--- src/rtl/cpualu_pkg.sv ---
// Types and constants for the condition-code ALU.
// No dependencies; imported by cpu_alu_with_condition_codes.
`timescale 1ns / 1ps

package cpualu_pkg;

   typedef enum logic [4:0] {
      OP_NEG    = 5'd0,
      OP_COM    = 5'd1,
      OP_LSR    = 5'd2,
      OP_ROR    = 5'd3,
      OP_ASR    = 5'd4,
      OP_ASL    = 5'd5,
      OP_ROL    = 5'd6,
      OP_DEC    = 5'd7,
      OP_INC    = 5'd8,
      OP_TST    = 5'd9,
      OP_CLR    = 5'd10,
      OP_SUB    = 5'd11,
      OP_SBC    = 5'd12,
      OP_AND    = 5'd13,
      OP_LD     = 5'd14,
      OP_EOR    = 5'd15,
      OP_ADC    = 5'd16,
      OP_OR     = 5'd17,
      OP_ADD    = 5'd18,
      OP_SUBW   = 5'd19,
      OP_LD16   = 5'd20,
      OP_ADDW   = 5'd21,
      OP_BRANCH = 5'd22
   } alu_op_type;

   // Branch condition pairs; low bit of the condition number inverts.
   typedef enum logic [2:0] {
      BR_ALWAYS = 3'd0,
      BR_HI     = 3'd1,
      BR_CC     = 3'd2,
      BR_NE     = 3'd3,
      BR_VC     = 3'd4,
      BR_PL     = 3'd5,
      BR_GE     = 3'd6,
      BR_GT     = 3'd7
   } br_group_type;

   // Condition-code bit positions
   localparam int unsigned FL_C = 0;
   localparam int unsigned FL_V = 1;
   localparam int unsigned FL_Z = 2;
   localparam int unsigned FL_N = 3;
   localparam int unsigned FL_H = 5;

   localparam logic [7:0] DEC_OVF = 8'h7f;
   localparam logic [7:0] INC_OVF = 8'h80;

endpackage

--- src/rtl/cpu_alu_with_condition_codes.sv ---
// Condition-code ALU: 8/16-bit operations with flag update and branch test.
// Depends on cpualu_pkg for opcode and condition types and flag positions.
`timescale 1ns / 1ps

//  channel   ports                                         handshake
//  --------  --------------------------------------------  ------------------------
//  request   req_opcode req_operand_a req_operand_b         start && !busy
//            req_condition req_cc_in
//  response  rsp_result rsp_cc_out rsp_branch_taken         rsp_strobe, one cycle
//
//  One item per clock. A request passes the request register, then the
//  adder/flag logic feeding the response register.
//  busy is always low; the block never holds off a request.
//  reset (synchronous) clears the strobes only; data registers are not reset.
//  The receiver cannot stall; each response shows for exactly one cycle.

module cpu_alu_with_condition_codes (
   input  logic                    clock,
   input  logic                    reset,
   input  logic                    start,
   output logic                    busy,
   input  logic [4:0]              req_opcode,
   input  logic [15:0]             req_operand_a,
   input  logic [15:0]             req_operand_b,
   input  logic [3:0]              req_condition,
   input  logic [7:0]              req_cc_in,
   output logic                    rsp_strobe,
   output logic [15:0]             rsp_result,
   output logic [7:0]              rsp_cc_out,
   output logic                    rsp_branch_taken
);

   import cpualu_pkg::*;

   // request register
   logic          req_vld_ff;
   alu_op_type    op_ff;
   logic [15:0]   a_ff;
   logic [15:0]   b_ff;
   logic [3:0]    cond_ff;
   logic [7:0]    cc_ff;

   // response register
   logic          rsp_vld_ff;
   logic [15:0]   result_ff;
   logic [7:0]    cc_out_ff;
   logic          taken_ff;

   logic [15:0]   result_in;
   logic [7:0]    cc_out_in;
   logic          taken_in;

   assign busy = 1'b0;

   always_ff @(posedge clock) begin
      if (reset) begin
         req_vld_ff <= 1'b0;
         rsp_vld_ff <= 1'b0;
      end else begin
         req_vld_ff <= start;
         rsp_vld_ff <= req_vld_ff;
      end
   end

   always_ff @(posedge clock) begin
      if (start) begin
         op_ff   <= alu_op_type'(req_opcode);
         a_ff    <= req_operand_a;
         b_ff    <= req_operand_b;
         cond_ff <= req_condition;
         cc_ff   <= req_cc_in;
      end
      if (req_vld_ff) begin
         result_ff <= result_in;
         cc_out_ff <= cc_out_in;
         taken_ff  <= taken_in;
      end
   end

   always_comb begin
      logic [7:0]   a8;
      logic [7:0]   b8;
      logic         cin;
      logic [8:0]   sum9;
      logic [16:0]  sum17;
      logic         nz8;
      logic         nz16;
      logic         lt;
      logic         t;

      a8        = a_ff[7:0];
      b8        = b_ff[7:0];
      cin       = cc_ff[FL_C];
      sum9      = '0;
      sum17     = '0;
      nz8       = 1'b0;
      nz16      = 1'b0;
      result_in = '0;
      cc_out_in = cc_ff;
      taken_in  = 1'b0;
      lt        = cc_ff[FL_N] ^ cc_ff[FL_V];
      t         = 1'b1;

      unique case (op_ff) inside
         OP_NEG: begin
            sum9 = 9'd0 - {1'b0, a8};
            result_in = {8'h00, sum9[7:0]};
            cc_out_in[FL_V] = a8[7] ^ sum9[7] ^ sum9[8];
            cc_out_in[FL_C] = sum9[8];
            nz8 = 1'b1;
         end
         OP_COM: begin
            result_in = {8'h00, ~a8};
            cc_out_in[FL_V] = 1'b0;
            cc_out_in[FL_C] = 1'b1;
            nz8 = 1'b1;
         end
         OP_LSR, OP_ROR, OP_ASR: begin
            if (op_ff == OP_LSR)
               result_in = {8'h00, 1'b0, a8[7:1]};
            else if (op_ff == OP_ROR)
               result_in = {8'h00, cin, a8[7:1]};
            else
               result_in = {8'h00, a8[7], a8[7:1]};
            cc_out_in[FL_C] = a8[0];
            nz8 = 1'b1;
         end
         OP_ASL, OP_ROL: begin
            result_in = {8'h00, a8[6:0], (op_ff == OP_ROL) ? cin : 1'b0};
            cc_out_in[FL_V] = a8[7] ^ a8[6];
            cc_out_in[FL_C] = a8[7];
            nz8 = 1'b1;
         end
         OP_DEC: begin
            result_in = {8'h00, a8 - 8'd1};
            cc_out_in[FL_V] = (result_in[7:0] == DEC_OVF);
            nz8 = 1'b1;
         end
         OP_INC: begin
            result_in = {8'h00, a8 + 8'd1};
            cc_out_in[FL_V] = (result_in[7:0] == INC_OVF);
            nz8 = 1'b1;
         end
         OP_TST, OP_AND, OP_LD, OP_EOR, OP_OR: begin
            if (op_ff == OP_TST)
               result_in = {8'h00, a8};
            else if (op_ff == OP_AND)
               result_in = {8'h00, a8 & b8};
            else if (op_ff == OP_LD)
               result_in = {8'h00, b8};
            else if (op_ff == OP_EOR)
               result_in = {8'h00, a8 ^ b8};
            else
               result_in = {8'h00, a8 | b8};
            cc_out_in[FL_V] = 1'b0;
            nz8 = 1'b1;
         end
         OP_CLR: begin
            cc_out_in[FL_V] = 1'b0;
            cc_out_in[FL_C] = 1'b0;
            nz8 = 1'b1;
         end
         OP_SUB, OP_SBC: begin
            sum9 = {1'b0, a8} - {1'b0, b8}
                   - {8'h00, (op_ff == OP_SBC) ? cin : 1'b0};
            result_in = {8'h00, sum9[7:0]};
            cc_out_in[FL_V] = a8[7] ^ b8[7] ^ sum9[7] ^ sum9[8];
            cc_out_in[FL_C] = sum9[8];
            nz8 = 1'b1;
         end
         OP_ADC, OP_ADD: begin
            sum9 = {1'b0, a8} + {1'b0, b8}
                   + {8'h00, (op_ff == OP_ADC) ? cin : 1'b0};
            result_in = {8'h00, sum9[7:0]};
            cc_out_in[FL_H] = a8[4] ^ b8[4] ^ sum9[4];
            cc_out_in[FL_V] = a8[7] ^ b8[7] ^ sum9[7] ^ sum9[8];
            cc_out_in[FL_C] = sum9[8];
            nz8 = 1'b1;
         end
         OP_SUBW, OP_ADDW: begin
            if (op_ff == OP_SUBW)
               sum17 = {1'b0, a_ff} - {1'b0, b_ff};
            else
               sum17 = {1'b0, a_ff} + {1'b0, b_ff};
            result_in = sum17[15:0];
            cc_out_in[FL_V] = a_ff[15] ^ b_ff[15] ^ sum17[15] ^ sum17[16];
            cc_out_in[FL_C] = sum17[16];
            nz16 = 1'b1;
         end
         OP_LD16: begin
            result_in = b_ff;
            cc_out_in[FL_V] = 1'b0;
            nz16 = 1'b1;
         end
         OP_BRANCH: begin
            case (br_group_type'(cond_ff[3:1]))
               BR_ALWAYS: t = 1'b1;
               BR_HI:     t = ~(cc_ff[FL_C] | cc_ff[FL_Z]);
               BR_CC:     t = ~cc_ff[FL_C];
               BR_NE:     t = ~cc_ff[FL_Z];
               BR_VC:     t = ~cc_ff[FL_V];
               BR_PL:     t = ~cc_ff[FL_N];
               BR_GE:     t = ~lt;
               BR_GT:     t = ~(lt | cc_ff[FL_Z]);
            endcase
            taken_in = t ^ cond_ff[0];
         end
         default: ;  // unused opcodes: flags pass through, result is zero
      endcase

      if (nz8) begin
         cc_out_in[FL_N] = result_in[7];
         cc_out_in[FL_Z] = (result_in[7:0] == 8'h00);
      end
      if (nz16) begin
         cc_out_in[FL_N] = result_in[15];
         cc_out_in[FL_Z] = (result_in == 16'h0000);
      end
   end

   assign rsp_strobe       = rsp_vld_ff;
   assign rsp_result       = result_ff;
   assign rsp_cc_out       = cc_out_ff;
   assign rsp_branch_taken = taken_ff;

   // every response traces back to a request through the request and response registers
   a_rsp_from_req: assert property (@(posedge clock) disable iff (reset)
      rsp_strobe |-> $past(start, 2))
      else $error("response without matching request");

   // bits outside H,N,Z,V,C always pass through
   a_cc_passthru: assert property (@(posedge clock) disable iff (reset)
      rsp_strobe |-> (rsp_cc_out[7:6] == $past(cc_ff[7:6]))
                     && (rsp_cc_out[4] == $past(cc_ff[4])))
      else $error("reserved condition bits altered");

   // branch test leaves flags alone and returns a zero result
   a_branch_clean: assert property (@(posedge clock) disable iff (reset)
      (rsp_strobe && $past(op_ff == OP_BRANCH))
         |-> (rsp_result == 16'h0000) && (rsp_cc_out == $past(cc_ff)))
      else $error("branch test changed result or flags");

   // taken only on a branch test
   a_taken_only_branch: assert property (@(posedge clock) disable iff (reset)
      (rsp_strobe && $past(op_ff != OP_BRANCH)) |-> !rsp_branch_taken)
      else $error("branch_taken set on a non-branch item");

   // byte operations zero-extend
   a_byte_zext: assert property (@(posedge clock) disable iff (reset)
      (rsp_strobe && $past(op_ff <= OP_ADD)) |-> (rsp_result[15:8] == 8'h00))
      else $error("8-bit result not zero-extended");

endmodule
--- config.mk ---
export PLATFORM = sky130hd
export DESIGN_NAME = cpu_alu_with_condition_codes
export DESIGN_NICKNAME = d
export VERILOG_FILES = /design/src/rtl/cpualu_pkg.sv /design/src/rtl/cpu_alu_with_condition_codes.sv
export SDC_FILE = /design/constraint.sdc
export NUM_CORES = 1
export LEC_CHECK = 0
export BUFFER_PORTS_ARGS = -buffer_cell sky130_fd_sc_hd__buf_4
export CAP_MARGIN = 20
export CELL_PAD_IN_SITES_DETAIL_PLACEMENT = 0
export CELL_PAD_IN_SITES_GLOBAL_PLACEMENT = 1
export CORE_ASPECT_RATIO = 1.1
export CORE_MARGIN = 2
export CORE_UTILIZATION = 33
export DETAILED_ROUTE_END_ITERATION = 16
export PLACE_DENSITY = 0.59
export SKIP_LAST_GASP = 1
export SLEW_MARGIN = 5
export SYNTH_ARGS = -nofsm -noshare
export SYNTH_HDL_FRONTEND = slang
export SYNTH_SLANG_ARGS = --single-unit
--- constraint.sdc ---
create_clock -name clock -period 4.8 [get_ports clock]
set_clock_uncertainty 0.2 [all_clocks]
set_input_delay 0.24 -clock clock [delete_from_list [all_inputs] [get_ports clock]]
set_output_delay 0.24 -clock clock [all_outputs]
set_load 0.02 [all_outputs]
==> flow_summary.yaml <==
outcome:
  outcome: "complete, no violations"
synthesis:
  syn_area_sq_um: 6510
  synth_common_cells: "edfxtp_1, nand2_1, ha_1"
  synth_top_cell_by_area: "edfxtp_1"
  netlist_instances: 688
  synth_most_common_cell: "edfxtp_1"
  ys_types: 88
  ys.flop_type: "edfxtp_1"
  synth_seq_cells: 76
  yosysSeqAreaShare_pct: 34.7
  syn_avg_cell_area_sq_um: 9.47
  yosys-top-cells-area: "edfxtp_1, ha_1, xnor2_1"
  syn_nets: 797
  synth_edf_count: 74
  postSynth.asyncResetShare_pct: 0
  yosys_warnings: 0
  synth_top_area_share_pct: 34.1
cts:
  tritoncts: "built"
  htree_levels: 3
  clockBufferDepth: 2
  clk_latency_ns: 0.34
  cts_root_buffer: "clkbuf_16"
  cts_buffers: 9
  clk_pin_slew_worst_paths_ns: 0.06
  cts_setup_buffers: 0
  cts.sink_count: 76
place:
  place_area_sq_um: 7480
  io_buffers: 77
  dp.cells: 1007
  hpwl_um: 18100
  place.gp.congestion: 1.04
  pre_cts_ws_ns: 0.384
grt:
  antenna_found_initial: 0
  grt_pass1_wl_um: 35500
  grt_max_degree: 51
  grt_usage_pct: 23.3
  grt_pass1_vias: 5955
  gr-total-overflow: 0
sta:
  maxSlewViolCount: 0
  fin_setup_tns_ns: 0
  rsz0062_at_grt: "no"
  maxSlewHeadroom_pct: 41.1
  setup_ws_ns: 0.335
  period_minus_slack_ns: 4.47
  final_hold_viol_count: 0
  setup_viol_count_final: 0
  fmax_mhz: 224
  worstMarginPinSlew_ns: 0.881
  finalCritPeriodShare_pct: 93.0
cells_and_area:
  postLayoutCoreUtil_pct: 43.0
  fin_cells: 1072
  antenna_cells: 0
  drive_above_1_share_pct: 17.6
  multiInputGateArea_sq_um: 3950
  final_nets: 930
  postLayoutCellArea_sq_um: 8280
  final.fill_count: 1926
  syn_to_final_growth_pct: 27.1
  seqCellArea_sq_um: 2260
setup_path:
  max_stage_delay_ns: 0.48
  critical_path_class: "reg2reg"
  slowest_stage: "or4_1"
  arrival_ns: 4.47
  endpoint_kind: "flip-flop"
  path_cells: "nor2_1 > buf_4 > nand4_1 > fa_1 > fa_1 > nand2b_1 > a21oi_1 > nor3_1 > o21ai_0 > nand4_1 > a211oi_1 > nand3_1 > or4_1 > o21ai_1"
  critPathLaunchType: "flip-flop"
  worst-path-max-fanout: 5
  worstPathRequired_ns: 4.80
routing:
  drtIter0Drc: 344
  vias: 5968
  first_pass_iters: 5
  drc: 0
  vias_per_cell: 5.57
  drtAntennaViolNets: 0
  wl_per_cell_um: 22.0
  routed_wl_um: 23500
pwr:
  combinationalPowerShare_pct: 37.7
  p_leak_nw: 3.26
  pwr-share-seq_pct: 34.4
  internal-power_mw: 1.59
  power.share.clock_pct: 27.9
  ir_worst_vdd_v: 0.000172
  p_per_area_nw_per_um2: 296
  p_sw_mw: 0.860
  switching_share_pct: 35.1
floorplanning:
  row_count: 53
  floorplan.initialDensity_pct: 33.9
  die_w_um: 138
  core_sq_um: 19200
  design.die.area_sq_um: 20900
  io_pins: 79
  die_h_um: 151
min_path:
  min_path_type: "reg2reg"
job:
  cap_violations: 0
-- cell type report --
cell class / count / area share (%)
Sequential cell: 76 / 27.3
Inverter: 37 / 1.71
Clock buffer: 9 / 2.72
Clock inverter: 6 / 0.771
Timing Repair Buffer: 158 / 16.1
Multi-Input combinational cell: 539 / 47.7
Tap cell: 247 / 3.73
-- logic make-up after synthesis --
family          share of synthesized area [%]
simple gates                             18.7
compound gates                           20.2
flops                                    34.7
buf+inv                                  4.94
xor+xnor                                 7.93
fa+ha+maj                                11.5
mux                                      1.86
other cells                            0.0576
-- flip-flops by register name, indices dropped and copies added, names as in the netlist --
name,cells
rsp_strobe,1
op_ff,5
cond_ff,4
req_vld_ff,1
cc_ff,8
rsp_cc_out,8
rsp_branch_taken,1
rsp_result,16
a_ff,16
b_ff,16
-- worst paths after layout --
check / from / to / slack (ns) / depth (start not counted)
setup / recovery: op_ff[0]$_DFFE_PP_ / rsp_cc_out[2]$_DFFE_PP_ / 0.33 / 14
hold / removal: cc_ff[7]$_DFFE_PP_ / rsp_cc_out[7]$_DFFE_PP_ / 0.22 / 0
setup reg to reg: op_ff[0]$_DFFE_PP_ / rsp_cc_out[2]$_DFFE_PP_ / 0.33 / 14
hold reg to reg: cc_ff[7]$_DFFE_PP_ / rsp_cc_out[7]$_DFFE_PP_ / 0.22 / 0
-- cell usage in the layout, fill, tap and decap left out, types with 22 or more instances in the layout --
master,instances
nand3_1,22
nor2_1,47
o21ai_0,39
edfxtp_1,74
xnor2_1,42
nand2_1,53
inv_1,35
ha_1,52
a21oi_1,32
buf_4,107
dlygate4sd3_1,50
-- worst max-delay path, delay by kind of cell (launching register included) --
family                     cells  cell delay [ns]
and+or+nand+nor                7             1.48
AOI/OAI and AO/OA              4             1.13
adders and majority gates      2             0.91
DFF                            1             0.44
buffers and inverters          1             0.16
-- timing repair --
action / CTS / global route
endpoints found under the setup margin: 0 / 1
gates resized for setup: 0 / 1
hold buffers: 50 / 0
endpoints found under the hold margin: 51 / 0
-- power by group through the flow --
| stage | registers, mW | logic, mW | clock network, mW |
|---|---|---|---|
| 6_report | 0.843 | 0.924 | 0.682 |
| 5_1_grt | 0.851 | 1.01 | 0.729 |
| 4_1_cts | 0.844 | 0.917 | 0.704 |
| 3_5_place_dp | 0.858 | 0.879 | 0 |
| 3_3_place_gp | 0.859 | 0.872 | 0 |
| 2_1_floorplan | 0.872 | 0.559 | 0 |
-- through the flow --
stage          hold WS [ns]  power, mW
2_1_floorplan         0.112       1.43
3_3_place_gp          0.201       1.73
3_5_place_dp          0.209       1.74
4_1_cts               0.219       2.47
5_1_grt               0.228       2.58
6_report              0.218       2.45
-- per-layer routing --
layer  vias to the layer above  GRT usage [%]  wire, um
met4                         0           10.4       966
met3                        43           4.18      1250
met2                       208           37.7     11000
met5                         -              0         0
li1                       2842              -         -
met1                      2875           30.3     10300
(Power assumes the default switching activity.)
